[src/bdtd_pkg.sv]
// shared types and constants of the byte order mark text decoder
package bdtd_pkg;

    localparam logic [7:0] BYTE_EF       = 8'hEF;
    localparam logic [7:0] BYTE_BB       = 8'hBB;
    localparam logic [7:0] BYTE_BF       = 8'hBF;
    localparam logic [7:0] BYTE_FF       = 8'hFF;
    localparam logic [7:0] BYTE_FE       = 8'hFE;
    localparam logic [7:0] LEAD_HI_MASK  = 8'h80;
    localparam logic [7:0] LEAD3_MASK    = 8'hE0;
    localparam logic [7:0] LEAD3_PAYLOAD = 8'h0F;
    localparam logic [7:0] LEAD2_PAYLOAD = 8'h1F;
    localparam logic [7:0] CONT_PAYLOAD  = 8'h3F;

    localparam int MAX_UNITS   = 3;
    localparam int QUEUE_DEPTH = 2;
    localparam int QPTR_W      = $clog2(QUEUE_DEPTH);
    localparam int QCNT_W      = $clog2(QUEUE_DEPTH + 1);

    typedef enum logic [3:0] {
        PH_FIRST   = 4'b0001,
        PH_ONE     = 4'b0010,
        PH_EF_BB   = 4'b0100,
        PH_DECIDED = 4'b1000
    } phase_t;

    typedef enum logic [1:0] {
        MODE_PASS  = 2'd0,
        MODE_UTF8  = 2'd1,
        MODE_U16LE = 2'd2,
        MODE_U16BE = 2'd3
    } mode_t;

    // results caused by one byte: n_units code units, then an end word if end_flag
    typedef struct packed {
        logic [MAX_UNITS-1:0][15:0] units;
        logic [1:0]                 n_units;
        logic                       end_flag;
    } group_t;

endpackage

[src/bom_detect_text_decoder.sv]
// top level of the byte order mark text decoder
// usage:
//   input channel s_*: one file byte per word (s_data_byte) with s_frame_last
//   on the final byte of each file. the first bytes are held to look for a
//   mark (EF BB BF utf-8, FF FE utf-16 le, FE FF utf-16 be, else 8-bit
//   passthrough); the mark itself is never sent.
//   result channel m_*: one word per code unit (m_has_unit high) and one
//   closing word per file (m_end_of_text high, unit zero).
//   order: a byte's first result word is written into the queue, then
//   loaded into the back output register, and only then offered.
//   throughput: one byte per cycle while each byte causes at most one result
//   and m_ready stays high; a byte causing more than one word holds the back
//   end until all are sent, the front keeps taking bytes until the two-group queue fills.
//   reset: aresetn (synchronous, active low) returns to mark detection for
//   a new file and drops any queued words.
//   receiver stall: m_valid and the word hold until m_ready; s_ready falls
//   only when the queue is full.
module bom_detect_text_decoder (
    input  logic        aclk,
    input  logic        aresetn,
    input  logic        s_valid,
    output logic        s_ready,
    input  logic [7:0]  s_data_byte,
    input  logic        s_frame_last,
    output logic        m_valid,
    input  logic        m_ready,
    output logic [15:0] m_code_unit,
    output logic        m_has_unit,
    output logic        m_end_of_text
);

    bdtd_pkg::group_t push_group;
    bdtd_pkg::group_t pop_group;
    logic             push;
    logic             full;
    logic             pop;
    logic             q_valid;

    bdtd_front u_front (
        .aclk         (aclk),
        .aresetn      (aresetn),
        .s_valid      (s_valid),
        .s_ready      (s_ready),
        .s_data_byte  (s_data_byte),
        .s_frame_last (s_frame_last),
        .q_full       (full),
        .q_push       (push),
        .q_group      (push_group)
    );

    bdtd_queue u_queue (
        .aclk       (aclk),
        .aresetn    (aresetn),
        .push       (push),
        .push_group (push_group),
        .full       (full),
        .pop        (pop),
        .q_valid    (q_valid),
        .q_group    (pop_group)
    );

    bdtd_back u_back (
        .aclk          (aclk),
        .aresetn       (aresetn),
        .q_valid       (q_valid),
        .q_group       (pop_group),
        .q_pop         (pop),
        .m_valid       (m_valid),
        .m_ready       (m_ready),
        .m_code_unit   (m_code_unit),
        .m_has_unit    (m_has_unit),
        .m_end_of_text (m_end_of_text)
    );

endmodule

[src/bdtd_front.sv]
// front end: mark detection and decoding of one byte into a group of result words
module bdtd_front (
    input  logic             aclk,
    input  logic             aresetn,
    input  logic             s_valid,
    output logic             s_ready,
    input  logic [7:0]       s_data_byte,
    input  logic             s_frame_last,
    input  logic             q_full,
    output logic             q_push,
    output bdtd_pkg::group_t q_group
);

    bdtd_pkg::phase_t phase_reg, phase_next;
    bdtd_pkg::mode_t  mode_reg, mode_next;
    logic [15:0]      held_reg, held_next;
    logic [15:0]      acc_reg, acc_next;
    logic [1:0]       rem_reg, rem_next;
    logic             pend_valid_reg, pend_valid_next;
    logic [7:0]       pend_byte_reg, pend_byte_next;
    logic             ended_reg, ended_next;

    logic [bdtd_pkg::MAX_UNITS-1:0][15:0] cand;
    logic [1:0]       n_cand;
    logic [1:0]       n_units;
    logic             stop;
    logic             end_flag;
    logic             accept;
    logic [7:0]       b;
    logic [15:0]      acc_upd;

    assign s_ready = !q_full;
    assign accept  = s_valid && s_ready;
    assign b       = s_data_byte;

    always_comb begin
        phase_next      = phase_reg;
        mode_next       = mode_reg;
        held_next       = held_reg;
        acc_next        = acc_reg;
        rem_next        = rem_reg;
        pend_valid_next = pend_valid_reg;
        pend_byte_next  = pend_byte_reg;
        cand            = '0;
        n_cand          = 2'd0;
        acc_upd         = 16'd0;

        if (!ended_reg) begin
            unique case (phase_reg)
                bdtd_pkg::PH_FIRST: begin
                    held_next  = {8'd0, b};
                    phase_next = bdtd_pkg::PH_ONE;
                    if (s_frame_last) begin
                        mode_next  = bdtd_pkg::MODE_PASS;
                        phase_next = bdtd_pkg::PH_DECIDED;
                        cand[0]    = {8'd0, b};
                        n_cand     = 2'd1;
                    end
                end
                bdtd_pkg::PH_ONE: begin
                    phase_next = bdtd_pkg::PH_DECIDED;
                    priority if (held_reg[7:0] == bdtd_pkg::BYTE_FF
                                 && b == bdtd_pkg::BYTE_FE) begin
                        mode_next = bdtd_pkg::MODE_U16LE;
                    end else if (held_reg[7:0] == bdtd_pkg::BYTE_FE
                                 && b == bdtd_pkg::BYTE_FF) begin
                        mode_next = bdtd_pkg::MODE_U16BE;
                    end else if (held_reg[7:0] == bdtd_pkg::BYTE_EF
                                 && b == bdtd_pkg::BYTE_BB && !s_frame_last) begin
                        held_next  = {b, held_reg[7:0]};
                        phase_next = bdtd_pkg::PH_EF_BB;
                    end else begin
                        mode_next = bdtd_pkg::MODE_PASS;
                        cand[0]   = {8'd0, held_reg[7:0]};
                        cand[1]   = {8'd0, b};
                        n_cand    = 2'd2;
                    end
                end
                bdtd_pkg::PH_EF_BB: begin
                    phase_next = bdtd_pkg::PH_DECIDED;
                    if (b == bdtd_pkg::BYTE_BF) begin
                        mode_next = bdtd_pkg::MODE_UTF8;
                    end else begin
                        mode_next = bdtd_pkg::MODE_PASS;
                        cand[0]   = {8'd0, held_reg[7:0]};
                        cand[1]   = {8'd0, held_reg[15:8]};
                        cand[2]   = {8'd0, b};
                        n_cand    = 2'd3;
                    end
                end
                bdtd_pkg::PH_DECIDED: begin
                    unique case (mode_reg)
                        bdtd_pkg::MODE_PASS: begin
                            cand[0] = {8'd0, b};
                            n_cand  = 2'd1;
                        end
                        bdtd_pkg::MODE_UTF8: begin
                            priority if (rem_reg != 2'd0) begin
                                rem_next = rem_reg - 2'd1;
                                if (rem_next == 2'd0) begin
                                    acc_upd = acc_reg | {10'd0, b[5:0] & bdtd_pkg::CONT_PAYLOAD[5:0]};
                                end else begin
                                    acc_upd = acc_reg
                                        | {4'd0, b[5:0] & bdtd_pkg::CONT_PAYLOAD[5:0], 6'd0};
                                end
                                acc_next = acc_upd;
                                if (rem_next == 2'd0) begin
                                    cand[0] = acc_upd;
                                    n_cand  = 2'd1;
                                end
                            end else if ((b & bdtd_pkg::LEAD_HI_MASK) == 8'd0) begin
                                cand[0] = {8'd0, b};
                                n_cand  = 2'd1;
                            end else if ((b & bdtd_pkg::LEAD3_MASK)
                                         == bdtd_pkg::LEAD3_MASK) begin
                                acc_next = {b[3:0] & bdtd_pkg::LEAD3_PAYLOAD[3:0], 12'd0};
                                rem_next = 2'd2;
                            end else begin
                                acc_next = {5'd0, b[4:0] & bdtd_pkg::LEAD2_PAYLOAD[4:0], 6'd0};
                                rem_next = 2'd1;
                            end
                        end
                        bdtd_pkg::MODE_U16LE, bdtd_pkg::MODE_U16BE: begin
                            if (!pend_valid_reg) begin
                                pend_valid_next = 1'b1;
                                pend_byte_next  = b;
                            end else begin
                                pend_valid_next = 1'b0;
                                pend_byte_next  = 8'd0;
                                cand[0] = (mode_reg == bdtd_pkg::MODE_U16LE)
                                        ? {b, pend_byte_reg} : {pend_byte_reg, b};
                                n_cand  = 2'd1;
                            end
                        end
                        default: begin
                            n_cand = 2'd0;
                        end
                    endcase
                end
                default: begin
                    phase_next = bdtd_pkg::PH_FIRST;
                end
            endcase
        end

        // a zero unit closes the text in its place
        n_units  = 2'd0;
        stop     = 1'b0;
        for (int i = 0; i < bdtd_pkg::MAX_UNITS; i++) begin
            if (2'(i) < n_cand && !stop) begin
                if (cand[i] == 16'd0) begin
                    stop = 1'b1;
                end else begin
                    n_units = n_units + 2'd1;
                end
            end
        end
        end_flag   = stop || (s_frame_last && !ended_reg);
        ended_next = ended_reg || stop;

        if (s_frame_last) begin
            phase_next      = bdtd_pkg::PH_FIRST;
            mode_next       = bdtd_pkg::MODE_PASS;
            held_next       = 16'd0;
            acc_next        = 16'd0;
            rem_next        = 2'd0;
            pend_valid_next = 1'b0;
            pend_byte_next  = 8'd0;
            ended_next      = 1'b0;
        end

        q_group.units    = cand;
        q_group.n_units  = n_units;
        q_group.end_flag = end_flag;
    end

    assign q_push = accept && (n_units != 2'd0 || end_flag);

    always_ff @(posedge aclk) begin
        if (!aresetn) begin
            phase_reg      <= bdtd_pkg::PH_FIRST;
            mode_reg       <= bdtd_pkg::MODE_PASS;
            held_reg       <= 16'd0;
            acc_reg        <= 16'd0;
            rem_reg        <= 2'd0;
            pend_valid_reg <= 1'b0;
            pend_byte_reg  <= 8'd0;
            ended_reg      <= 1'b0;
        end else if (accept) begin
            phase_reg      <= phase_next;
            mode_reg       <= mode_next;
            held_reg       <= held_next;
            acc_reg        <= acc_next;
            rem_reg        <= rem_next;
            pend_valid_reg <= pend_valid_next;
            pend_byte_reg  <= pend_byte_next;
            ended_reg      <= ended_next;
        end
    end

endmodule

[src/bdtd_queue.sv]
// short queue of result groups between front and back
module bdtd_queue (
    input  logic             aclk,
    input  logic             aresetn,
    input  logic             push,
    input  bdtd_pkg::group_t push_group,
    output logic             full,
    input  logic             pop,
    output logic             q_valid,
    output bdtd_pkg::group_t q_group
);

    localparam int PW = bdtd_pkg::QPTR_W;
    localparam int CW = bdtd_pkg::QCNT_W;

    bdtd_pkg::group_t mem_reg [bdtd_pkg::QUEUE_DEPTH];
    logic [PW-1:0] wr_ptr_reg, wr_ptr_next;
    logic [PW-1:0] rd_ptr_reg, rd_ptr_next;
    logic [CW-1:0] count_reg, count_next;
    logic          do_push;
    logic          do_pop;

    assign full    = (count_reg == CW'(bdtd_pkg::QUEUE_DEPTH));
    assign q_valid = (count_reg != '0);
    assign q_group = mem_reg[rd_ptr_reg];
    assign do_push = push && !full;
    assign do_pop  = pop && q_valid;

    always_comb begin
        wr_ptr_next = wr_ptr_reg;
        rd_ptr_next = rd_ptr_reg;
        count_next  = count_reg;
        if (do_push) begin
            wr_ptr_next = (wr_ptr_reg == PW'(bdtd_pkg::QUEUE_DEPTH - 1))
                        ? '0 : wr_ptr_reg + PW'(1);
        end
        if (do_pop) begin
            rd_ptr_next = (rd_ptr_reg == PW'(bdtd_pkg::QUEUE_DEPTH - 1))
                        ? '0 : rd_ptr_reg + PW'(1);
        end
        unique case ({do_push, do_pop})
            2'b10:   count_next = count_reg + CW'(1);
            2'b01:   count_next = count_reg - CW'(1);
            default: count_next = count_reg;
        endcase
    end

    always_ff @(posedge aclk) begin
        if (!aresetn) begin
            wr_ptr_reg <= '0;
            rd_ptr_reg <= '0;
            count_reg  <= '0;
        end else begin
            wr_ptr_reg <= wr_ptr_next;
            rd_ptr_reg <= rd_ptr_next;
            count_reg  <= count_next;
        end
    end

    always_ff @(posedge aclk) begin
        if (do_push) begin
            mem_reg[wr_ptr_reg] <= push_group;
        end
    end

    a_no_overflow: assert property (@(posedge aclk) disable iff (!aresetn)
        count_reg <= CW'(bdtd_pkg::QUEUE_DEPTH))
        else $error("queue count beyond depth");

    a_push_dropped: assert property (@(posedge aclk) disable iff (!aresetn)
        push |-> !full)
        else $error("group pushed into a full queue");

    a_count_track: assert property (@(posedge aclk) disable iff (!aresetn)
        (do_push && !do_pop) |=> count_reg == $past(count_reg) + CW'(1))
        else $error("queue count did not follow a push");

endmodule

[src/bdtd_back.sv]
// back end: sends the words of each queued group out one per cycle while m_ready is high
module bdtd_back (
    input  logic             aclk,
    input  logic             aresetn,
    input  logic             q_valid,
    input  bdtd_pkg::group_t q_group,
    output logic             q_pop,
    output logic             m_valid,
    input  logic             m_ready,
    output logic [15:0]      m_code_unit,
    output logic             m_has_unit,
    output logic             m_end_of_text
);

    bdtd_pkg::group_t cur_reg;
    logic [1:0]       idx_reg, idx_next;
    logic             busy_reg, busy_next;
    logic [2:0]       total;
    logic             last_word;
    logic             take;
    logic             is_unit;

    assign total     = {1'b0, cur_reg.n_units} + {2'd0, cur_reg.end_flag};
    assign last_word = ({1'b0, idx_reg} + 3'd1) == total;
    assign take      = !busy_reg || (m_ready && last_word);
    assign q_pop     = q_valid && take;

    assign m_valid   = busy_reg;
    assign is_unit   = idx_reg < cur_reg.n_units;

    always_comb begin
        unique case (idx_reg)
            2'd0:    m_code_unit = cur_reg.units[0];
            2'd1:    m_code_unit = cur_reg.units[1];
            2'd2:    m_code_unit = cur_reg.units[2];
            default: m_code_unit = 16'd0;
        endcase
        if (!is_unit) begin
            m_code_unit = 16'd0;
        end
    end

    assign m_has_unit    = is_unit;
    assign m_end_of_text = !is_unit;

    always_comb begin
        idx_next  = idx_reg;
        busy_next = busy_reg;
        priority if (q_pop) begin
            idx_next  = 2'd0;
            busy_next = 1'b1;
        end else if (busy_reg && m_ready) begin
            if (last_word) begin
                busy_next = 1'b0;
            end else begin
                idx_next = idx_reg + 2'd1;
            end
        end
    end

    always_ff @(posedge aclk) begin
        if (!aresetn) begin
            idx_reg  <= 2'd0;
            busy_reg <= 1'b0;
        end else begin
            idx_reg  <= idx_next;
            busy_reg <= busy_next;
        end
    end

    always_ff @(posedge aclk) begin
        if (q_pop) begin
            cur_reg <= q_group;
        end
    end

    a_group_not_empty: assert property (@(posedge aclk) disable iff (!aresetn)
        busy_reg |-> total != 3'd0)
        else $error("empty group loaded");

    a_unit_nonzero: assert property (@(posedge aclk) disable iff (!aresetn)
        (m_valid && m_has_unit) |-> m_code_unit != 16'd0)
        else $error("zero code unit sent as a character");

    a_stays_busy: assert property (@(posedge aclk) disable iff (!aresetn)
        (busy_reg && m_ready && !last_word) |=> busy_reg && idx_reg == $past(idx_reg) + 2'd1)
        else $error("group cut short");

endmodule

[config.mk]
export PLATFORM = sky130hd
export DESIGN_NAME = bom_detect_text_decoder
export DESIGN_NICKNAME = d
export VERILOG_FILES = /design/src/bdtd_pkg.sv /design/src/bom_detect_text_decoder.sv /design/src/bdtd_front.sv /design/src/bdtd_queue.sv /design/src/bdtd_back.sv
export SDC_FILE = /design/constraint.sdc
export NUM_CORES = 1
export LEC_CHECK = 0
export ABC_AREA = 1
export BUFFER_PORTS_ARGS = -buffer_cell sky130_fd_sc_hd__buf_2
export CORE_AREA = 4 4 139 107
export CTS_BUF_LIST = sky130_fd_sc_hd__clkbuf_4
export DETAILED_ROUTE_END_ITERATION = 10
export DIE_AREA = 0 0 143 111
export GPL_TIMING_DRIVEN = 1
export PLACE_DENSITY = 0.77
export SLEW_MARGIN = 10
export SYNTH_ARGS = -nofsm -noshare
export SYNTH_HDL_FRONTEND = slang
export SYNTH_SLANG_ARGS = --single-unit
export TNS_END_PERCENT = 5
[constraint.sdc]
create_clock -name aclk -period 10 [get_ports aclk]
set_clock_uncertainty 0.2 [all_clocks]
set_input_delay 0 -clock aclk [delete_from_list [all_inputs] [get_ports aclk]]
set_output_delay 0 -clock aclk [all_outputs]
set_load 0.02 [all_outputs]
### Word level (Yosys, flattened, before mapping)

Memories as Yosys holds them, arrays and structs flattened. A register that Yosys moved wholly into a read port is not among the register bits.
Index checks and enable logic that the tools add are counted.

* word-level logic and storage cells: 210
* output and inout port bits: 20
* RAM bits: 102
* input bits: 13
* memories: 1
* flip-flop bits (word level): 57

Memories
* u_queue.mem_reg: depth 2, width 51, read ports 1, clocked after memory_dff 1, wr ports 1, RTL line bdtd_queue.sv:16 `bdtd_pkg::group_t mem_reg [bdtd_pkg::QUEUE_DEPTH];`

* bitwise gates (word level): 4
* magnitude comparators: 4
* reductions and logical operators: 54
* multiplexer cells: 94
* add/subtract/negate cells: 10
* equality and inequality tests: 29

Operators by type and width (number)
* two-way mux 16 bit: 18
* one-hot mux 16 bit (3 select lines): 2
* two-way mux 32 bit: 2
* two-way mux 8 bit: 8
* one-hot mux 16 bit (2 select lines): 2
* one-hot mux 16 bit (4 select lines): 1
* equality test 8 bit (second input constant): 7
* logical NOT 16 bit: 3
* two-way mux 48 bit: 1
* two-way mux 2 bit: 23
* two-way mux 40 bit: 1
* two-way mux 1 bit: 25
* two-way mux 24 bit: 1
* two-way mux 4 bit: 5
* nonzero test 2 bit: 10
* bitwise OR 16 x 12 -> 16 bit: 1
* bitwise OR 16 x 6 -> 16 bit: 1
* one-hot mux 4 bit (4 select lines): 1
* logical AND 1 bit: 14
* AND reduction 4 bit: 3
* equality test 2 bit (second input constant): 5
* adder 2 x 1 -> 2 bit (second input constant): 4
* logical NOT 8 bit: 1
* one-hot mux 2 bit (2 select lines): 2
* other kinds (30): 54

### Logic depth before layout (Yosys ltp)

Gate-level depths: netlist of the first run.

* depth in word-level cells: 23
* gate-level depth with buffers: 30
* mapped depth without buffers: 30

### Modules after synthesis

From an unflattened synthesis of the first run, not the netlist that was laid out.

* cells, all modules: 991
* area, all modules: 10069.7 um^2

Modules (own cells, without submodules)
* bdtd_queue: seq. area each 3163.0 um^2, cells each 197, area each 4181.5 um^2, times used 1
* bdtd_front: seq. area each 1001.0 um^2, cells each 624, area each 3712.3 um^2, times used 1
* bdtd_back: seq. area each 1591.5 um^2, cells each 170, area each 2175.8 um^2, times used 1

### Least setup slack after synthesis of the first run

Ideal clock, no wire load.

* path kind: reg-to-reg
* start: reg u_front.held_reg[7]
* end: mem u_queue.mem_reg[0][0] in the netlist's numbering (enable)
* setup slack: 5.507 ns
* stages on the path, launching flop included: 26
* arrival time: 3.866 ns
* buffers on the path: 0
* library setup time: 0.427 ns
* data required time: 9.373 ns
* cells stage by stage: dfxtp_1 > nand2_1 > inv_1 > nand2_1 > nor2_1 > nand3_4 > nand3_4 > nand2_4 > nand2_4 > inv_4 > nand2_2 > nand3_2 > nor2_4 > nand2_4 > ha_1 > nor2_1 > inv_1 > nand2_2 > nand2_1 > nand2_1 > nand2_1 > nand2_2 > nor2_2 > nand2_2 > nand2_1 > nor2_1

RTL lines
* start: declaration: RTL line bdtd_front.sv:16 `logic [15:0] held_reg, held_next;`
* start signal: assignment: RTL line bdtd_front.sv:192 `held_reg <= held_next;`
* end: declaration: RTL line bdtd_queue.sv:16

==> results of run 1 <==
[layout make-up]
type                            count  area, um2  share of cell area [%]
Sequential cell                   162       4290                    49.5
Multi-Input combinational cell    641       3100                    35.7
Timing Repair Buffer               57        400                    4.61
Inverter                          103        397                    4.57
Tap cell                          175        219                    2.52
Clock buffer                       20        150                    1.73
Clock inverter                     12        121                    1.40
[per-stage QoR]
stage | std cells | cell area (um2) | util, % | hold slack [ns]
after floorplan | 942 | 7990 | - | -0.0554
after global placement | 1117 | 8200 | 60.5 | 0.112
after detailed placement | 1117 | 8200 | 60.5 | 0.120
after CTS | 1170 | 8680 | 64.0 | 0.160
after global routing | 1170 | 8680 | 64.0 | 0.205
final | 1170 | 8680 | 64.0 | 0.189
[worst paths after layout]
path / startpoint / end
max reg2reg: u_front.mode_reg[1] / u_queue.mem_reg[0][9]
max: u_front.mode_reg[1] / u_queue.mem_reg[0][9]
min: s_data_byte[3] / u_front.held_reg[3]
min reg2reg: u_front.acc_reg[0] / u_front.acc_reg[0]
[routing by layer]
layer / vias up / GRT usage (%)
met1: 2983 / 36.9
met3: 40 / 4.53
li1: 3206 / -
met4: 0 / 9.31
met5: - / 0
met2: 278 / 37.5
[kinds of logic after synthesis]
| family | count (synthesis) |
|---|---|
| AOI/OAI and AO/OA | 153 |
| adders and majority gates | 9 |
| xor gates and xnor gates | 4 |
| DFF | 162 |
| buffers and inverters | 139 |
| and+or+nand+nor | 475 |
[worst reg2reg max path: stages, from the launching register on]
cell     delay [ns]
dfxtp_1        0.62
nand2_2        0.26
o21ai_0        0.35
o21ai_1        0.12
nand2_1        0.10
nand4_1        0.12
nor2_2         0.19
nand3_2        0.11
nor2_4         0.14
nand2_4        0.09
ha_1           0.29
nor2_1         0.10
inv_1          0.07
nand2_2        0.08
nand2_1        0.05
nand2_1        0.05
nand2_1        0.06
nand2_2        0.08
nor2_2         0.05
nand2_2        0.07
nand2_1        0.08
nor2_2         0.14
buf_4          0.41
[power groups by stage]
stage	registers (mW)	logic [mW]	clock network, mW
5_1_grt	0.991	0.729	0.411
2_1_floorplan	0.976	0.473	0
3_3_place_gp	0.988	0.641	0
3_5_place_dp	0.992	0.646	0
4_1_cts	0.977	0.654	0.382
6_report	0.977	0.650	0.378
[cells in the final DEF (no fill, tap or decap), types with 6 or more instances in the layout]
cell / count
dfxtp_1: 57
buf_2: 32
a21oi_1: 56
nand2_2: 17
dlygate4sd3_1: 21
nor3_1: 11
inv_2: 12
o21ai_0: 43
clkbuf_4: 20
nand4_1: 13
nand3_1: 38
o21ai_1: 15
a211oi_1: 9
inv_1: 86
ha_1: 9
nor2_4: 6
o22ai_1: 6
edfxtp_1: 105
a31oi_1: 13
nor2_1: 91
nand3_2: 8
nor2_2: 9
nand2_1: 272
inv_6: 6
[synthesized netlist by cell type (3+ instances only)]
cell type / n
nand2_1: 272
edfxtp_1: 105
nor2_1: 92
inv_1: 86
dfxtp_1: 57
a21oi_1: 56
o21ai_0: 43
nand3_1: 38
clkbuf_1: 17
nand2_2: 17
o21ai_1: 15
a31oi_1: 13
nand4_1: 13
inv_2: 12
nor3_1: 11
a211oi_1: 9
ha_1: 9
nand3_2: 8
nor2_2: 8
buf_4: 7
nor2_4: 6
o22ai_1: 6
buf_1: 4
buf_2: 4
buf_6: 4
o211ai_1: 4
nand2_4: 3
[timing repair]
| action | in CTS | in global routing |
|---|---|---|
| endpoints found under the hold margin | 95 | 0 |
| hold buffers | 21 | 0 |
| resized for setup | 0 | 0 |
==> run summary, run 1 <==
outcome: complete, no violations
worst hold path depth: 4
Sw Ratio: 38.1%
Clk Latency, worst-skew pair: 0.58 ns
post-synthesis mux area share: 0%
global-route wire length before repair: 31300 um
RSZ-0062 raised after global routing: no
Netlist cell types: 43
Top cell by count, worst path: nand2_1
max frequency: 240 MHz
final worst setup slack: 5.83 ns
final hold violation count: 0
largest net degree at the start of global routing: 38
max layer used: met4
Hold Path Class: in -> reg
CTS buffer count: 17
Setup-failing EPs final: 0
Synth Net Count: 964
Clock Sinks: 162
Max Buffers Root-to-Sink: 2
internal power: 1.24 mW
total negative slack: 0 ns
P_leak: 3.69 nW
antenna-violating nets left: 0
GRT Total Usage: 25.2%
CP Cell Sequence: nand2_2 -> o21ai_0 -> o21ai_1 -> nand2_1 -> nand4_1 -> nor2_2 -> nand3_2 -> nor2_4 -> nand2_4 -> ha_1 -> nor2_1 -> inv_1 -> nand2_2 -> nand2_1 -> nand2_1 -> nand2_1 -> nand2_2 -> nor2_2 -> nand2_2 -> nand2_1 -> nor2_2 -> buf_4
Setup WS pre-CTS: 5.90 ns
CP bufs+invs: 2
Ys Warns: 0
Levels on crit path: 22
vias per cell: 5.56
CTS tree: yes
Data required, critical path: 10.03 ns
row count: 37
sequential area share after synthesis: 53.8%
vias: 6507
clock power share: 18.9%
reg2reg setup slack: 5.83 ns
net switching power: 0.764 mW
largest family of logic cells by synthesized area: simple AND/OR/NAND/NOR gates
sequential share of power: 48.7%
actual slew at the worst max-slew pin: 0.914 ns
Main synth FF type: edfxtp_1
Mean Syn Cell Area: 8.48 um2
Overflow after GRT: 0
Design Power: 2.00 mW
vias in the first global route: 6042
crit path max fanout: 33
post-DP HPWL: 13300 um
# diodes: 0
Synth area leaders: edfxtp_1 (39%), dfxtp_1 (14%), nand2_1 (13%)
Routability Congestion: 1.00
initial antenna violation count: 0
M1 wire length: 8870 um
DRC violations left: 0
CORE AREA: 0.0136 mm2
Slew headroom: 38.6%
biggest area consumer among synthesized cells: edfxtp_1
clk root buf: clkbuf_4
startpoint types: flip-flop
R2R depth: 22
average wire per standard cell: 16.6 um
layout cells sized above 1: 13.1%
DIE WIDTH: 143 um
max cap viols: 0
Synth Area in XOR/XNOR: 0.439%
Layout Nets: 1004
iteration count of the initial detailed-routing pass: 6
Setup crit end kind: flip-flop
flops & latches, synth: 162
Slew Viols, Final: 0
Pwr Density: 231 mW/mm2
Worst-path clk slew: 0.13 ns
CTS H-tree lvls: 4
Boundary Pins: 33
Die Ht: 111 um
FFs w/ async S/R, synth: 0%
Adder-Cell Fraction of Synth Area: 1.41%
share of the synthesized area in the top cell type: 39.5%
Setup CP Type: reg -> reg
CP delay by family, top: simple AND/OR/NAND/NOR gates
Compound-Gate Fraction of Synth Area: 10.6%
Detailed Route WL: 19400 um
combinational power share: 32.4%
post-layout min period: 4.17 ns
initial core utilization: 58.9%
cell count after synthesis: 942
# fillers: 1171
Critical Path Max Stage Delay: 0.62 ns
Detailed Route Iter0 Violations: 589
port buffer count: 32
worst vdd ir: 0.187 mV
Post-synth EDFFs: 105
WL met3: 1590 um
die area: 0.0159 mm2
Crit-path slowest cell: dfxtp_1
crit share post-route: 41.7%
Mapped Area: 0.00799 mm2
post-CTS setup buffers: 0
Layout Area Growth over Synthesis: 8.73%
simple-gate share of the synthesized area: 26.4%
Arrival @ worst endpoint: 4.20 ns
met2 WL: 8430 um
max FFs per register: 70
Power figures use the tool's default switching activity.
==> run 2, diff against run 1 <==
- clock period: 10 -> 4.3 ns (I/O delays scaled with it)
==> run 2 against run 1 <==
Effect of this change:
- non-clock buffer count grew 4
- critical endpoint is now u_queue.count_reg[1]
- first-iteration DRC count grew 21%
- worst hold slack lost 0.017 ns
- critical path type unchanged
- sequential power grew 130%
- via count grew 1.0%
- clock-buffer cell count shrank 3
- fmax grew 6.0%
- register-to-register slack lost 5.5 ns
==> run summary, run 2 (synthesis results as in run 1) <==
Clock Sinks: 162
CORE AREA: 0.0136 mm2
crit path max fanout: 15
DIE WIDTH: 143 um
average wire per standard cell: 17.0 um
Boundary Pins: 33
largest net degree at the start of global routing: 38
reg2reg setup slack: 0.37 ns
layout cells sized above 1: 13.6%
post-layout min period: 3.93 ns
Detailed Route Iter0 Violations: 714
global-route wire length before repair: 31900 um
Arrival @ worst endpoint: 4.21 ns
post-DP HPWL: 13700 um
vias in the first global route: 6046
Slew Viols, Final: 0
CTS H-tree lvls: 4
Overflow after GRT: 0
Hold Path Class: in -> reg
Data required, critical path: 4.58 ns
DRC violations left: 0
R2R Path End: u_queue.count_reg[1]
Layout Nets: 1008
Die Ht: 111 um
Worst-path clk slew: 0.16 ns
CTS tree: yes
Clk Latency, worst-skew pair: 0.59 ns
vias: 6574
outcome: complete, no violations
# fillers: 1117
Setup-failing EPs final: 0
Setup CP Type: reg -> reg
RSZ-0062 raised after global routing: no
CP Capture Point: u_queue.count_reg[1]
Detailed Route WL: 19900 um
Layout Area Growth over Synthesis: 9.51%
antenna-violating nets left: 0
initial core utilization: 58.9%
row count: 37
max FFs per register: 70
Top cell by count, worst path: nand2_1
vias per cell: 5.59
Routability Congestion: 0.988
max frequency: 254 MHz
commonest non-fill, non-tap cells in the layout: nand2_1 (272), edfxtp_1 (105), nor2_1 (91)
die area: 0.0159 mm2
Pwr Density: 547 mW/mm2
Max Buffers Root-to-Sink: 2
CP startpoint: u_front.mode_reg[0]
final hold violation count: 0
worst vdd ir: 0.474 mV
Final Hold Slack: 0.171 ns
Setup crit end kind: flip-flop
Crit-path slowest cell: dfxtp_1
clk root buf: clkbuf_4
crit share post-route: 91.4%
R2R depth: 26
initial antenna violation count: 1
P_leak: 3.74 nW
max cap viols: 0
CTS buffer count: 17
most common cell after layout, fill and taps aside: nand2_1
port buffer count: 32
Critical Path Max Stage Delay: 0.45 ns
startpoint types: flip-flop
Slew headroom: 39.2%
worst hold path depth: 4
actual slew at the worst max-slew pin: 0.906 ns
iteration count of the initial detailed-routing pass: 5
Worst R2R Start: u_front.mode_reg[0]
total negative slack: 0 ns
GRT Total Usage: 26.0%
==> run 2: cell types whose count changed in the layout (fill, tap and decap cells not counted), sizes merged <==
cell         change
clkinv           +3
bufinv           +1
dlygate4sd3      -2
diode            +1
clkbuf           -3
clkinvlp         -1
buf              +6
==> run 2: timing repair <==
| action | in CTS | in global routing |
|---|---|---|
| hold buffers | 19 | 0 |
| endpoints found under the setup margin | 0 | 12 |
| resized for setup | 0 | 3 |
| buffers inserted | 0 | 0 |
| endpoints found under the hold margin | 100 | 0 |
==> run 2: routing by layer <==
metal | track usage, % | wire length, um
met1 | 38.9 | 9250
met4 | 7.16 | 445
met5 | 0 | 0
met3 | 7.24 | 1840
met2 | 37.2 | 8390
==> run 2: area by class of cell <==
| type | instances | area (um2) | area share (%) |
|---|---|---|---|
| inverter | 103 | 397 | 4.54 |
| clock buffer | 17 | 128 | 1.46 |
| antenna | 1 | 2.50 | 0.0286 |
| multi-input combinational | 641 | 3110 | 35.5 |
| tap | 175 | 219 | 2.50 |
| clock inverter | 15 | 173 | 1.97 |
| timing repair buffer | 61 | 425 | 4.86 |
| sequential | 162 | 4300 | 49.1 |
==> run 2: worst min-delay path by stage <==
stage | start | endpoint | slack [ns]
2_1_floorplan | s_data_byte[6] | u_front.pend_byte_reg[6] | -0.06
3_3_place_gp | m_ready | u_back.idx_reg[1] | 0.11
3_5_place_dp | m_ready | u_back.idx_reg[1] | 0.12
4_1_cts | s_data_byte[5] | u_front.acc_reg[11] | 0.14
5_1_grt | s_data_byte[5] | u_front.acc_reg[5] | 0.15
6_report | s_data_byte[5] | u_front.acc_reg[11] | 0.17
==> run 2: critical path: cells and delay by family, from the launching register on <==
| family | cells | cell delay, ns |
|---|---|---|
| flops | 1 | 0.45 |
| buf+inv | 2 | 0.28 |
| compound gates | 6 | 0.85 |
| simple gates | 16 | 1.44 |
| fa+ha+maj | 2 | 0.61 |
==> run 2: stage by stage <==
stage               cell area, um2  setup slack (ns)  power (mW)  instances  util, %
finish                        8750             0.368        4.78       1175     64.5
global placement              8250             0.475        3.80       1123     60.8
floorplan                     7990             0.384        3.37        942        -
CTS                           8740             0.327        4.79       1174     64.4
global route                  8750         0.0000289        5.08       1175     64.5
detailed placement            8250             0.373        3.85       1123     60.8
==> run 2: power breakdown <==
part	leakage (nW)	switching (mW)	total [mW]	internal (mW)
Sequential	1.47	0.139	2.27	2.13
Combinational	2.11	1.12	1.56	0.442
Clock	0.162	0.587	0.950	0.363
